[src/rtl/core/kct_pkg.sv]
// ----------------------------------------------------------------------------
// kct_pkg: shared types and constants for the keyed count table
// Table sizing, item and queue types, operation codes and helper functions.
// ----------------------------------------------------------------------------
package kct_pkg;

   localparam int ENTRIES     = 16;
   localparam int KEY_BITS    = 16;
   localparam int COUNT_BITS  = 32;
   localparam int TOTAL_BITS  = 36;

   localparam int KEY_IN_BITS = 16;
   localparam int AMT_BITS    = 32;
   localparam int CNT_OUT_BITS = 32;

   localparam int IDX_BITS    = (ENTRIES > 1) ? $clog2(ENTRIES) : 1;
   localparam int CALC_BITS   = ((COUNT_BITS > TOTAL_BITS) ? COUNT_BITS : TOTAL_BITS) + 1;

   // queue depth must be a power of two
   localparam int QUEUE_DEPTH = 2;
   localparam int QPTR_BITS   = $clog2(QUEUE_DEPTH);

   localparam int REQ_DATA_BITS = 48;
   localparam int REQ_USER_BITS = 2;
   localparam int RSP_DATA_BITS = 72;

   localparam logic STAT_DONE = 1'b0;
   localparam logic STAT_FULL = 1'b1;

   typedef enum logic [1:0] {
      FN_ADD    = 2'd0,
      FN_REMOVE = 2'd1,
      FN_SET    = 2'd2,
      FN_QUERY  = 2'd3
   } kct_func_type;

   typedef enum logic [1:0] {
      BK_LOOK = 2'd0,
      BK_DOWN = 2'd1,
      BK_UP   = 2'd2
   } kct_bk_state_type;

   typedef struct packed {
      kct_func_type          func;
      logic [KEY_BITS-1:0]   key;
      logic [AMT_BITS-1:0]   amount;
      logic [COUNT_BITS-1:0] clip;
      logic                  amt_zero;
      logic                  clip_zero;
   } kct_item_type;

   typedef struct packed {
      logic         valid;
      kct_item_type item;
   } kct_head_type;

   function automatic logic [63:0] widen_cnt(input logic [COUNT_BITS-1:0] c);
      logic [63:0] r;
      r = '0;
      r[COUNT_BITS-1:0] = c;
      return r;
   endfunction

   function automatic logic [KEY_BITS-1:0] key_of(input logic [KEY_IN_BITS-1:0] k);
      logic [63:0] w;
      w = '0;
      w[KEY_IN_BITS-1:0] = k;
      return w[KEY_BITS-1:0];
   endfunction

   function automatic logic [COUNT_BITS-1:0] clip_of(input logic [AMT_BITS-1:0] a);
      logic [63:0] a64;
      logic [63:0] cmax;
      logic [63:0] c64;
      a64 = '0;
      a64[AMT_BITS-1:0] = a;
      cmax = {64{1'b1}} >> (64 - COUNT_BITS);
      c64 = (a64 > cmax) ? cmax : a64;
      return c64[COUNT_BITS-1:0];
   endfunction

endpackage

[src/rtl/core/kct_front.sv]
// ----------------------------------------------------------------------------
// kct_front: request intake
// Accepts request words, decodes the key and amount, pushes them to the queue.
// ----------------------------------------------------------------------------
module kct_front (
   input  logic                              req_tvalid,
   output logic                              req_tready,
   // [15:0] item_key, [47:16] amount
   input  logic [kct_pkg::REQ_DATA_BITS-1:0] req_tdata,
   // [1:0] func
   input  logic [kct_pkg::REQ_USER_BITS-1:0] req_tuser,
   input  logic                              q_not_full,
   output logic                              push,
   output kct_pkg::kct_item_type             push_item
);
   import kct_pkg::*;

   logic [AMT_BITS-1:0] amt;

   assign amt        = req_tdata[KEY_IN_BITS +: AMT_BITS];
   assign req_tready = q_not_full;
   assign push       = req_tvalid && q_not_full;

   always_comb begin
      push_item.func      = kct_func_type'(req_tuser);
      push_item.key       = key_of(req_tdata[KEY_IN_BITS-1:0]);
      push_item.amount    = amt;
      push_item.clip      = clip_of(amt);
      push_item.amt_zero  = (amt == '0);
      push_item.clip_zero = (clip_of(amt) == '0);
   end

endmodule

[src/rtl/core/kct_queue.sv]
// ----------------------------------------------------------------------------
// kct_queue: short queue between intake and table engine
// ----------------------------------------------------------------------------
module kct_queue (
   input  logic                  clock,
   input  logic                  reset,
   input  logic                  push,
   input  kct_pkg::kct_item_type push_item,
   output logic                  q_not_full,
   input  logic                  pop,
   output kct_pkg::kct_head_type head
);
   import kct_pkg::*;

   kct_item_type         slot_ff [QUEUE_DEPTH];
   logic [QPTR_BITS-1:0] wr_ptr_ff, wr_ptr_in;
   logic [QPTR_BITS-1:0] rd_ptr_ff, rd_ptr_in;
   logic [QPTR_BITS:0]   level_ff, level_in;

   assign q_not_full = (level_ff != (QPTR_BITS+1)'(QUEUE_DEPTH));
   assign head.valid = (level_ff != '0);
   assign head.item  = slot_ff[rd_ptr_ff];

   always_comb begin
      wr_ptr_in = push ? wr_ptr_ff + 1'b1 : wr_ptr_ff;
      rd_ptr_in = pop  ? rd_ptr_ff + 1'b1 : rd_ptr_ff;
      case ({push, pop})
         2'b10:   level_in = level_ff + 1'b1;
         2'b01:   level_in = level_ff - 1'b1;
         default: level_in = level_ff;
      endcase
   end

   always_ff @(posedge clock) begin
      if (reset) begin
         wr_ptr_ff <= '0;
         rd_ptr_ff <= '0;
         level_ff  <= '0;
      end else begin
         wr_ptr_ff <= wr_ptr_in;
         rd_ptr_ff <= rd_ptr_in;
         level_ff  <= level_in;
      end
   end

   always_ff @(posedge clock) begin
      if (push) begin
         slot_ff[wr_ptr_ff] <= push_item;
      end
   end

endmodule

[src/rtl/core/kct_back.sv]
// ----------------------------------------------------------------------------
// kct_back: table engine
// Key lookup, count update and running total, then the response register.
// ----------------------------------------------------------------------------
module kct_back (
   input  logic                              clock,
   input  logic                              reset,
   input  kct_pkg::kct_head_type             head,
   output logic                              pop,
   output logic                              rsp_tvalid,
   input  logic                              rsp_tready,
   // [31:0] count_now, [67:32] total_now, [68] satisfied, [69] status, [71:70] zero
   output logic [kct_pkg::RSP_DATA_BITS-1:0] rsp_tdata
);
   import kct_pkg::*;

   kct_bk_state_type      state_ff, state_in;

   logic [ENTRIES-1:0]    valid_ff;
   logic [KEY_BITS-1:0]   key_ff  [ENTRIES];
   logic [COUNT_BITS-1:0] cnt_mem [ENTRIES];

   kct_item_type          cur_ff;
   logic                  hit_ff, has_free_ff;
   logic [IDX_BITS-1:0]   hit_idx_ff, free_idx_ff;
   logic [COUNT_BITS-1:0] old_cnt_ff;

   logic [TOTAL_BITS-1:0] total_ff;
   logic [COUNT_BITS-1:0] inc_ff;
   logic [COUNT_BITS-1:0] res_cnt_ff;
   logic                  res_sat_ff, res_stat_ff;

   logic                  out_valid_ff;
   logic [RSP_DATA_BITS-1:0] out_data_ff;

   // lookup
   logic [ENTRIES-1:0]    match;
   logic                  lk_hit, lk_free;
   logic [IDX_BITS-1:0]   lk_hit_idx, lk_free_idx;

   // update decision
   logic                  wr_en, set_valid, clr_valid;
   logic [IDX_BITS-1:0]   wr_idx;
   logic [COUNT_BITS-1:0] new_cnt, dec, inc, res_cnt, room, add_d, rem_d;
   logic                  sat, stat;
   logic [63:0]           a64, o64;

   logic [CALC_BITS-1:0]  t_calc, d_calc, up_calc, tmax_calc;
   logic [TOTAL_BITS-1:0] total_dn, total_upd;
   logic                  fire;
   logic [63:0]           res_cnt64;

   always_comb begin
      lk_hit      = 1'b0;
      lk_free     = 1'b0;
      lk_hit_idx  = '0;
      lk_free_idx = '0;
      for (int i = ENTRIES - 1; i >= 0; i--) begin
         match[i] = valid_ff[i] && (key_ff[i] == head.item.key);
         if (match[i]) begin
            lk_hit     = 1'b1;
            lk_hit_idx = IDX_BITS'(i);
         end
         if (!valid_ff[i]) begin
            lk_free     = 1'b1;
            lk_free_idx = IDX_BITS'(i);
         end
      end
   end

   assign pop  = (state_ff == BK_LOOK) && head.valid;
   assign fire = !out_valid_ff || rsp_tready;

   always_comb begin
      case (state_ff)
         BK_LOOK: state_in = head.valid ? BK_DOWN : BK_LOOK;
         BK_DOWN: state_in = BK_UP;
         BK_UP:   state_in = fire ? BK_LOOK : BK_UP;
         default: state_in = BK_LOOK;
      endcase
   end

   always_ff @(posedge clock) begin
      if (reset) begin
         state_ff <= BK_LOOK;
      end else begin
         state_ff <= state_in;
      end
   end

   assign a64   = {32'd0, cur_ff.amount};
   assign o64   = widen_cnt(old_cnt_ff);
   assign room  = ~old_cnt_ff;
   assign add_d = hit_ff ? ((cur_ff.clip > room) ? room : cur_ff.clip) : cur_ff.clip;
   assign rem_d = (a64 < o64) ? a64[COUNT_BITS-1:0] : old_cnt_ff;

   always_comb begin
      wr_en     = 1'b0;
      set_valid = 1'b0;
      clr_valid = 1'b0;
      wr_idx    = hit_idx_ff;
      new_cnt   = old_cnt_ff;
      dec       = '0;
      inc       = '0;
      res_cnt   = hit_ff ? old_cnt_ff : '0;
      sat       = 1'b0;
      stat      = STAT_DONE;
      case (cur_ff.func)
         FN_ADD: begin
            if (!cur_ff.amt_zero) begin
               if (hit_ff) begin
                  wr_en   = 1'b1;
                  new_cnt = old_cnt_ff + add_d;
                  inc     = add_d;
                  res_cnt = old_cnt_ff + add_d;
               end else if (has_free_ff) begin
                  wr_en     = 1'b1;
                  set_valid = 1'b1;
                  wr_idx    = free_idx_ff;
                  new_cnt   = add_d;
                  inc       = add_d;
                  res_cnt   = add_d;
               end else begin
                  stat = STAT_FULL;
               end
            end
         end
         FN_REMOVE: begin
            if (!cur_ff.amt_zero && hit_ff) begin
               wr_en   = 1'b1;
               new_cnt = old_cnt_ff - rem_d;
               dec     = rem_d;
               res_cnt = old_cnt_ff - rem_d;
               if (old_cnt_ff == rem_d) begin
                  clr_valid = 1'b1;
               end
            end
         end
         FN_SET: begin
            if (hit_ff) begin
               wr_en   = 1'b1;
               new_cnt = cur_ff.clip;
               dec     = old_cnt_ff;
               inc     = cur_ff.clip;
               res_cnt = cur_ff.clip;
               clr_valid = cur_ff.clip_zero;
            end else if (!cur_ff.clip_zero) begin
               if (has_free_ff) begin
                  wr_en     = 1'b1;
                  set_valid = 1'b1;
                  wr_idx    = free_idx_ff;
                  new_cnt   = cur_ff.clip;
                  inc       = cur_ff.clip;
                  res_cnt   = cur_ff.clip;
               end else begin
                  stat = STAT_FULL;
               end
            end
         end
         FN_QUERY: begin
            sat = cur_ff.amt_zero || (hit_ff && (o64 >= a64));
         end
         default: begin
            sat = 1'b0;
         end
      endcase
   end

   // running total: subtract in the update cycle, add in the response cycle
   assign t_calc    = CALC_BITS'(total_ff);
   assign d_calc    = CALC_BITS'(dec);
   assign total_dn  = (t_calc >= d_calc) ? TOTAL_BITS'(t_calc - d_calc) : '0;
   assign tmax_calc = CALC_BITS'({TOTAL_BITS{1'b1}});
   assign up_calc   = t_calc + CALC_BITS'(inc_ff);
   assign total_upd = (up_calc > tmax_calc) ? {TOTAL_BITS{1'b1}} : TOTAL_BITS'(up_calc);
   assign res_cnt64 = widen_cnt(res_cnt_ff);

   always_ff @(posedge clock) begin
      if (reset) begin
         valid_ff     <= '0;
         total_ff     <= '0;
         out_valid_ff <= 1'b0;
      end else begin
         if (state_ff == BK_DOWN) begin
            total_ff <= total_dn;
            if (set_valid) begin
               valid_ff[wr_idx] <= 1'b1;
            end else if (clr_valid) begin
               valid_ff[wr_idx] <= 1'b0;
            end
         end else if ((state_ff == BK_UP) && fire) begin
            total_ff <= total_upd;
         end
         if ((state_ff == BK_UP) && fire) begin
            out_valid_ff <= 1'b1;
         end else if (rsp_tready) begin
            out_valid_ff <= 1'b0;
         end
      end
   end

   always_ff @(posedge clock) begin
      if (pop) begin
         cur_ff      <= head.item;
         hit_ff      <= lk_hit;
         has_free_ff <= lk_free;
         hit_idx_ff  <= lk_hit_idx;
         free_idx_ff <= lk_free_idx;
         old_cnt_ff  <= cnt_mem[lk_hit_idx];
      end
      if ((state_ff == BK_DOWN) && wr_en) begin
         cnt_mem[wr_idx] <= new_cnt;
      end
      if ((state_ff == BK_DOWN) && set_valid) begin
         key_ff[wr_idx] <= cur_ff.key;
      end
      if (state_ff == BK_DOWN) begin
         inc_ff      <= inc;
         res_cnt_ff  <= res_cnt;
         res_sat_ff  <= sat;
         res_stat_ff <= stat;
      end
      if ((state_ff == BK_UP) && fire) begin
         out_data_ff <= {2'b00, res_stat_ff, res_sat_ff, total_upd,
                         res_cnt64[CNT_OUT_BITS-1:0]};
      end
   end

   assign rsp_tvalid = out_valid_ff;
   assign rsp_tdata  = out_data_ff;

endmodule

[src/rtl/core/keyed_count_table_top.sv]
// ----------------------------------------------------------------------------
// keyed_count_table_top: bounded key/quantity table with running total
// Add, remove, set and query of per-key counts; one response per request.
// ----------------------------------------------------------------------------
// Each request word yields exactly one response word, in order. The intake
// side takes a word per cycle while the two-deep queue has room; the table
// engine then handles each word in steps (key lookup with count read, count
// update with total subtract, total add into the response register) and takes
// a new word only after the last one, whose final step waits on rsp_tready. Key
// lookup compares all entries in parallel; a new key takes the lowest free entry,
// and an add or set of a new key with no free entry is dropped with status set.
module keyed_count_table_top (
   input  logic                              clock,
   input  logic                              reset,
   input  logic                              req_tvalid,
   output logic                              req_tready,
   // [15:0] item_key, [47:16] amount
   input  logic [kct_pkg::REQ_DATA_BITS-1:0] req_tdata,
   // [1:0] func
   input  logic [kct_pkg::REQ_USER_BITS-1:0] req_tuser,
   output logic                              rsp_tvalid,
   input  logic                              rsp_tready,
   // [31:0] count_now, [67:32] total_now, [68] satisfied, [69] status, [71:70] zero
   output logic [kct_pkg::RSP_DATA_BITS-1:0] rsp_tdata
);
   import kct_pkg::*;

   logic         q_not_full;
   logic         push;
   logic         pop;
   kct_item_type push_item;
   kct_head_type head;

   kct_front u_front (
      .req_tvalid (req_tvalid),
      .req_tready (req_tready),
      .req_tdata  (req_tdata),
      .req_tuser  (req_tuser),
      .q_not_full (q_not_full),
      .push       (push),
      .push_item  (push_item)
   );

   kct_queue u_queue (
      .clock      (clock),
      .reset      (reset),
      .push       (push),
      .push_item  (push_item),
      .q_not_full (q_not_full),
      .pop        (pop),
      .head       (head)
   );

   kct_back u_back (
      .clock      (clock),
      .reset      (reset),
      .head       (head),
      .pop        (pop),
      .rsp_tvalid (rsp_tvalid),
      .rsp_tready (rsp_tready),
      .rsp_tdata  (rsp_tdata)
   );

   a_push_fills: assert property (@(posedge clock) disable iff (reset)
      (req_tvalid && req_tready) |=> head.valid)
      else $error("queue empty after accepted request");

   a_pop_valid: assert property (@(posedge clock) disable iff (reset)
      pop |-> head.valid)
      else $error("pop from empty queue");

   a_full_zero: assert property (@(posedge clock) disable iff (reset)
      (rsp_tvalid && rsp_tdata[69]) |-> (rsp_tdata[31:0] == '0))
      else $error("dropped request reports nonzero count");

   a_full_nosat: assert property (@(posedge clock) disable iff (reset)
      rsp_tvalid |-> !(rsp_tdata[68] && rsp_tdata[69]))
      else $error("satisfied and full both set");

endmodule

[config.mk]
export PLATFORM = sky130hd
export DESIGN_NAME = keyed_count_table_top
export DESIGN_NICKNAME = d
export VERILOG_FILES = /design/src/rtl/core/kct_pkg.sv /design/src/rtl/core/kct_front.sv /design/src/rtl/core/kct_queue.sv /design/src/rtl/core/kct_back.sv /design/src/rtl/core/keyed_count_table_top.sv
export SDC_FILE = /design/constraint.sdc
export NUM_CORES = 2
export LEC_CHECK = 0
export BUFFER_PORTS_ARGS = -buffer_cell sky130_fd_sc_hd__buf_2
export CAP_MARGIN = 20
export CORE_ASPECT_RATIO = 1.75
export CORE_UTILIZATION = 50
export CTS_CLUSTER_DIAMETER = 40
export CTS_CLUSTER_SIZE = 16
export DETAILED_ROUTE_END_ITERATION = 8
export MAX_ROUTING_LAYER = met4
export PLACE_DENSITY = 0.66
export SYNTH_ARGS = -nofsm -noshare
export SYNTH_HDL_FRONTEND = slang
export SYNTH_SLANG_ARGS = --single-unit
[constraint.sdc]
create_clock -name clock -period 21.4 [get_ports clock]
set_input_delay 4.28 -clock clock [delete_from_list [all_inputs] [get_ports clock]]
set_output_delay 4.28 -clock clock [all_outputs]
set_load 0.02 [all_outputs]
Yosys cells after proc, flatten, opt, wreduce, memory -nomap -nowiden:

Memory sizes are Yosys's and may differ from the RTL's. A register that Yosys moved wholly into a read port is not among the register bits.
Cells that the tools add are included.
W data, S select, Z words.

* bitwise operators: 4
* add/sub/neg operators: 8
* mux-type cells: 111
* reductions and logical operators: 42
* equal/unequal tests: 25
* magnitude comparators: 7

Operators by type and width (count)
* $mux W32: 25
* $eq A16 B16 Y1: 16
* $pmux W32 S3: 2
* $mux W36: 4
* $pmux W32 S2: 2
* $mux W4: 29
* $add A36 B32 Y37: 1
* $gt A37 B36 Y1 const B: 1
* $ge A36 B32 Y1: 1
* $sub A36 B32 Y36: 1
* $add A32 B32 Y32: 1
* $eq A32 B32 Y1: 1
* $ge A32 B32 Y1: 1
* $gt A32 B32 Y1: 1
* $logic_not A32 Y1: 1
* $lt A32 B32 Y1: 1
* $mux W1: 32
* $mux W16: 2
* $not A32 Y32: 1
* $sub A32 B32 Y32: 1
* $logic_and A1 B1 Y1: 24
* $and A16 B16 Y16: 1
* $not A16 Y16: 1
* $or A16 B16 Y16: 1
* 25 further kinds: 46

* bits of input ports: 54
* RAM bits: 936
* memories: 3
* output and inout port bits: 74
* bits in registers: 289
* word-level logic and storage cells: 225

Memory list
* u_back.cnt_mem: words 16, width 32, rd ports 1, clocked after Yosys merged registers in 1, wr ports 1, RTL line kct_back.sv:21 `logic [COUNT_BITS-1:0] cnt_mem [ENTRIES];`
* u_back.key_ff: words 16, width 16, rd ports 16, clocked after Yosys merged registers in 0, wr ports 1, RTL line kct_back.sv:20 `logic [KEY_BITS-1:0] key_ff [ENTRIES];`
* u_queue.slot_ff: words 2, width 84, rd ports 1, clocked after Yosys merged registers in 1, wr ports 1, RTL line kct_queue.sv:15 `kct_item_type slot_ff [QUEUE_DEPTH];`

Depth between registers and ports, before layout:

An unclocked memory read counts as a cell.

* word-level depth: 19
* mapped depth: 30
* depth with buffers taken out: 27

By module:

Synthesis repeated with hierarchy kept, for this count alone.

* cells, all modules: 4962
* area, all modules: 63121.8 µm²

By module, submodules not included
* kct_back: cells an instance 4583, area an instance 56156.4 µm², times used 1, seq. area each 32030.7 µm²
* kct_queue: cells an instance 283, area an instance 6256.0 µm², times used 1, seq. area each 5144.9 µm²
* kct_front: cells an instance 96, area an instance 709.4 µm², times used 1, seq. area each 0.0 µm²

Worst setup path after synthesis:

No wires, ideal clock.

* kind: flip-flop to flip-flop
* start point: register u_queue.level_ff[0]
* end point: register u_queue.level_ff[1]
* required time: 21.329 ns
* data arrival time: 8.399 ns
* buffers on the path: 0
* clock period less this slack: 8.469 ns
* library setup time: 0.071 ns
* setup slack: 12.931 ns
* cell stages (with the launch flop): 6
* cells stage by stage: dfxtp_1 nor2_1 nor3_1 ha_1 or3_1 a21oi_1

* word-level cells in the longest chain between the ends: 4
* elaborated cells on any way between the ends: 10
* those cells by class: add/sub: 2; eq/ne: 3; mux: 1; reduce/logical: 4

Ends and longest elaborated chain
* from (decl): RTL line kct_queue.sv:18 `logic [QPTR_BITS:0] level_ff, level_in;`
* from (signal assigned): RTL line kct_queue.sv:42 `level_ff <= level_in;`
* $reduce_bool A2 Y1 (*): RTL line kct_queue.sv:21 `assign head.valid = (level_ff != '0);`
* $logic_and A1 B1 Y1 (*): RTL line kct_back.sv:71 `assign pop = (state_ff == BK_LOOK) && head.valid;`
* named net pop: RTL line keyed_count_table_top.sv:30 `logic pop;`
* $eq A2 B1 Y1 or $eq A2 B2 Y1 (tied branches): RTL line kct_queue.sv:27 `case ({push, pop})`
* $pmux W2 S2 or $reduce_bool A2 Y1 (tied branches)

Mark *: on every way through the listed nets, which the timed path passes. The rest lies on a longest branch.
A chain may end at the register's enable or synchronous reset.

Worst setup path in the final report:

* start point: register u_back.cur_ff[31] in the netlist's numbering
* end point: memory u_back.cnt_mem[7][25], data pin

* word-level cells in the longest chain between the ends: 7
* elaborated cells on any way between the ends: 8
* those cells by class: add/sub: 1; order compare: 1; mux: 6

Ends and longest elaborated chain
* from (decl): RTL line kct_back.sv:23 `kct_item_type cur_ff;`
* from (signal assigned): RTL line kct_back.sv:204 `cur_ff <= head.item;`
* $gt A32 B32 Y1 (*): RTL line kct_back.sv:94 `assign add_d = hit_ff ? ((cur_ff.clip > room) ? room : cur_ff.clip) : cur_ff.clip;`
* $mux W32 (*) (2 in a row): RTL line kct_back.sv:94
* $add A32 B32 Y32 or $mux W32 (tied branches): RTL line kct_back.sv:113, kct_back.sv:116
* $mux W32 (*): RTL line kct_back.sv:111 `if (hit_ff) begin`
* $mux W32 (*): RTL line kct_back.sv:110 `if (!cur_ff.amt_zero) begin`
* $pmux W32 S3 (*): RTL line kct_back.sv:108 `case (cur_ff.func)`
* named net u_back.new_cnt[25]: RTL line kct_back.sv:44 `logic [COUNT_BITS-1:0] new_cnt, dec, inc, res_cnt, room, add_d, rem_d;`
* to (decl): RTL line kct_back.sv:21

Marked as above.

==> implementation parameters <==
Parameter                              Value

Status
  Result of the run ... finished, final reports clean

Hold path
  Launch instance of the worst min-delay path ... u_back.res_cnt_ff[11]
  Worst hold-check path type ... flip-flop to flip-flop
  Hold depth ... 0
  Hold endpoint ... u_back.rsp_tdata[11]

Clock tree
  Clock tree from TritonCTS ... yes
  Number of buffers inserted to repair setup after CTS ... 0
  Cell at the root of the clock tree ... clkbuf_16
  TritonCTS buffer count ... 110
  Latest clock arrival within the worst-skew pair ... 0.77 ns
  Post-cts repair resize count ... 0
  Hold_buf cts ... 0
  Clock-pin slew reported for the worst setup and hold paths after clock tree synthesis ... 0.07 ns
  # H-tree levels ... 3
  Clock tree buffer depth ... 3
  Sink count of the clock tree ... 1,159

Pwr
  Sw Ratio ... 0.4463
  P_leak ... 21.76 nW
  Flop pwr share ... 0.332
  Internal power ... 5.898 mW
  Combinational fraction of design power ... 0.479
  Net switching power ... 4.754 mW
  Power density normalized to cell area ... 161.9 nW/um2
  Relative contribution of the clock network to total power ... 0.189
  Maximum resistive drop on vdd ... 0.0001234 V

Global route
  Via count of the first global-routing pass ... 42,660
  Total Routing Usage GR ... 0.3498
  Largest net degree at the start of global routing ... 96
  Global-route wire length before repair ... 288,900 um
  Number of antenna violations at the first check in global routing ... 9
  Leftover overflow at the end of global routing ... 0

Floorplanning
  Die outline width ... 262.1 um
  Core Footprint ... 117,100 um2
  Number of placement rows ... 166
  # IOs ... 128
  Starting density of the core ... 0.5055
  Die Height ... 457.2 um
  Die Footprint ... 119,900 um2

Drt
  Antenna Violating Nets Remaining ... 0
  Post-DR wirelength/cell ... 30.87 um
  Iteration-0 DRC Markers ... 3,511
  Average vias per placed instance ... 6.363
  Total iterations of the first detailed-routing run ... 6
  Vias after detailed routing ... 41,840
  Aggregate routed wire length ... 203,000 um
  Number of design rule violations left after detail routing ... 0

Worst setup path
  Reg-to-Reg End ... u_back.cnt_mem[7][25]
  Critical path data required time ... 21.87 ns
  Crit path DAT ... 9.56 ns
  Cells on worst reg2reg path ... 21
  Kind of end point of the critical path ... flip-flop
  Reg2Reg Setup Slack ... 12.31 ns
  Startpoint type of the worst setup path ... flip-flop
  Cells traversed along the worst timing path ... inv_1 -> ha_1 -> nand4_1 -> nor3_1 -> nand3_1 -> nor4_1 -> o21bai_4 -> buf_4 -> nor2_1 -> a21oi_1 -> ha_1 -> nor2b_1 -> o31ai_1 -> a211o_1 -> nand3_1 -> a221oi_1 -> o21ai_0 -> a2111oi_0 -> o311ai_0 -> o211ai_1 -> o311a_1
  Reg-to-Reg Start ... u_back.cur_ff[31]
  Largest fanout on the critical path ... 63
  Kind of critical path ... flip-flop to flip-flop
  Largest stage delay, worst path ... 0.79 ns
  Critical-path cell with the highest stage delay ... nor4_1

Cells and area
  Fin area ... 65,780 um2
  Fraction of final layout cells with drive strength greater than 1 ... 0.1196
  NumNets Final ... 5,222
  Relative area change from synthesis to final layout ... 11.09%

Place
  Sum of net half-perimeters after detailed placement ... 139,000 um
  Count of port buffers added during placement ... 125
  Weighted congestion at the end of routability-driven global placement ... 1.099
  Cell Area, Placed ... 61,870 um2

Yosys
  Cell types with the largest area share after synthesis ... edfxtp_1 56%, mux2i_1 6.8%, xnor2_1 4.7%, ha_1 4.2%, a21oi_1 2.7%
  Post-Synthesis Mean Instance Area ... 12.30 um2
  Syn. warnings ... 0
  Number of flip-flops and latches in the synthesized netlist ... 1,159
  Number of flops mapped to enable cells by yosys ... 1,099
  Post-Syn Instances ... 4,815
  Yosys top cell area share ... 0.5573
  Count of unique library cells instantiated by Yosys ... 86
  Sequential-to-total area share from yosys stat ... 0.5776
  FFs w/ async S/R, synth ... 0
  Cell taking the most area after synthesis ... edfxtp_1
  Synthesized area ... 59,210 um2
  Most used DFF post-synth ... edfxtp_1

Run
  Maximum Capacitance Violations ... 0

Timing
  Max-Slew Margin vs Limit ... 0.1378
  Final count of negative-setup-slack endpoints ... 0
  Endpoints failing hold ... 0
  Worst setup skew after layout ... 0.07294 ns
  Unrepaired setup endpoints after global routing ... no
  Final number of max-transition violations ... 0
  Final worst path period need ... 9.086 ns
  Maximum clock frequency ... 0.1101 GHz
  Pin slew with the least headroom to its limit ... 1.282 ns
  Final cycle utilization of the critical path ... 0.4246
  Total Neg Setup Slack ... 0 ns
[cells in the mapped netlist, types with 11 or more instances]
| cell | count |
|---|---|
| nor2b_1 | 30 |
| nor2_1 | 305 |
| edfxtp_1 | 1099 |
| or3_1 | 30 |
| a21o_1 | 68 |
| o21bai_1 | 21 |
| dfxtp_1 | 60 |
| a22oi_1 | 76 |
| nand4_1 | 57 |
| a21oi_1 | 322 |
| and2_1 | 12 |
| nand2b_1 | 27 |
| clkbuf_1 | 152 |
| o31ai_1 | 27 |
| nor4_1 | 108 |
| a211oi_1 | 30 |
| xnor2_1 | 317 |
| a2111oi_0 | 20 |
| o21a_1 | 29 |
| or2_2 | 20 |
| inv_1 | 111 |
| buf_6 | 33 |
| a31oi_1 | 43 |
| buf_2 | 17 |
| mux2i_1 | 401 |
| buf_1 | 19 |
| mux2_2 | 40 |
| a221oi_1 | 22 |
| o22ai_1 | 26 |
| xor2_1 | 47 |
| nor3_1 | 83 |
| or4_1 | 11 |
| nand2_1 | 346 |
| a22o_1 | 35 |
| a21boi_0 | 11 |
| nand3b_1 | 13 |
| mux2i_4 | 14 |
| ha_1 | 199 |
| buf_4 | 18 |
| nand3_1 | 79 |
| o21ai_0 | 227 |
| and3_1 | 14 |
| o211ai_1 | 27 |
| o221ai_1 | 15 |
[per-stage QoR]
stage	std cells	hold slack (ns)	utilization	setup WS, ns	power [mW]
2_1_floorplan	4816	0.4003	-	12.93	6.566
3_3_place_gp	6343	0.4014	0.5271	12.82	8.436
3_5_place_dp	6352	0.4066	0.5282	12.74	8.482
4_1_cts	6549	0.4243	0.5602	12.69	10.51
5_1_grt	6574	0.4309	0.5615	12.07	11.09
6_report	6575	0.4198	0.5616	12.31	10.65
[area by class of cell]
type                            instances  area [um2]
Fill cell                            9822       51360
Sequential cell                      1159       34210
Inverter                              118       445.4
Multi-Input combinational cell       3292       23530
Tap cell                             1512        1892
Clock buffer                          135        2908
Clock inverter                         62       843.3
Antenna cell                           13       32.53
Timing Repair Buffer                  284        1927
[worst max-delay path by stage]
stage                     startpoint                endpoint  slack, ns  depth (start not counted)
2_1_floorplan    u_queue.level_ff[0]     u_queue.level_ff[1]      12.93                          5
3_3_place_gp   u_back.old_cnt_ff[29]  u_back.cnt_mem[13][25]      12.82                         20
3_5_place_dp       u_back.cur_ff[31]  u_back.cnt_mem[13][29]      12.74                         22
4_1_cts            u_back.cur_ff[31]  u_back.cnt_mem[10][29]      12.69                         22
5_1_grt            u_back.cur_ff[31]   u_back.cnt_mem[7][25]      12.07                         21
6_report           u_back.cur_ff[31]   u_back.cnt_mem[7][25]      12.31                         21
[metal layers]
metal,global-route usage,share of wire
met5,-,0
met1,0.3390,0.33
met4,0.3048,0.11
met3,0.05639,0.057
met2,0.5964,0.51
[power groups by stage]
stage | Combinational [mW] | Clock, mW | Sequential, mW
after floorplan | 3.16 | 0 | 3.40
after global routing | 5.41 | 2.13 | 3.55
after CTS | 4.93 | 2.05 | 3.52
final | 5.10 | 2.02 | 3.53
after global placement | 4.86 | 0 | 3.58
after detailed placement | 4.91 | 0 | 3.57
[critical path: cells and delay by family (launching register included)]
| kind | cells | cell delay, ns |
|---|---|---|
| and+or+nand+nor | 7 | 2.04 |
| buffers and inverters | 2 | 0.80 |
| adders and majority gates | 2 | 0.90 |
| AOI/OAI and AO/OA | 10 | 4.42 |
| DFF | 1 | 0.54 |
[state kept, by name (all words and copies together), names as in the netlist, named ones only]
signal / count
u_back.free_idx_ff: 4
u_back.state_ff: 2
u_back.has_free_ff: 1
u_back.old_cnt_ff: 32
u_back.cur_ff: 51
u_back.rsp_tvalid: 1
u_back.inc_ff: 32
u_back.cnt_mem: 512
u_back.res_sat_ff: 1
u_queue.slot_ff: 102
u_back.key_ff: 256
u_back.rsp_tdata: 70
u_queue.level_ff: 2
u_back.res_cnt_ff: 32
u_back.total_ff: 36
u_back.hit_idx_ff: 4
u_queue.wr_ptr_ff: 1
u_back.hit_ff: 1
u_back.res_stat_ff: 1
u_queue.rd_ptr_ff: 1
[logic make-up after synthesis]
group,share of synthesized area
muxes,0.08072
AOI/OAI and AO/OA,0.1195
adders and majority gates,0.04340
buffers and inverters,0.03026
xor gates and xnor gates,0.05384
DFF,0.5776
other,0.00006333
and+or+nand+nor,0.09462
[layout by cell type (no fill, tap or decap), types with 125 or more instances in the layout]
cell type	instances
buf_2	125
nor2_1	290
mux2i_1	399
xnor2_1	317
buf_4	146
a21oi_1	320
edfxtp_1	1099
nand2_1	345
ha_1	197
o21ai_0	223
Note: power is estimated with default switching activity, not from simulation.
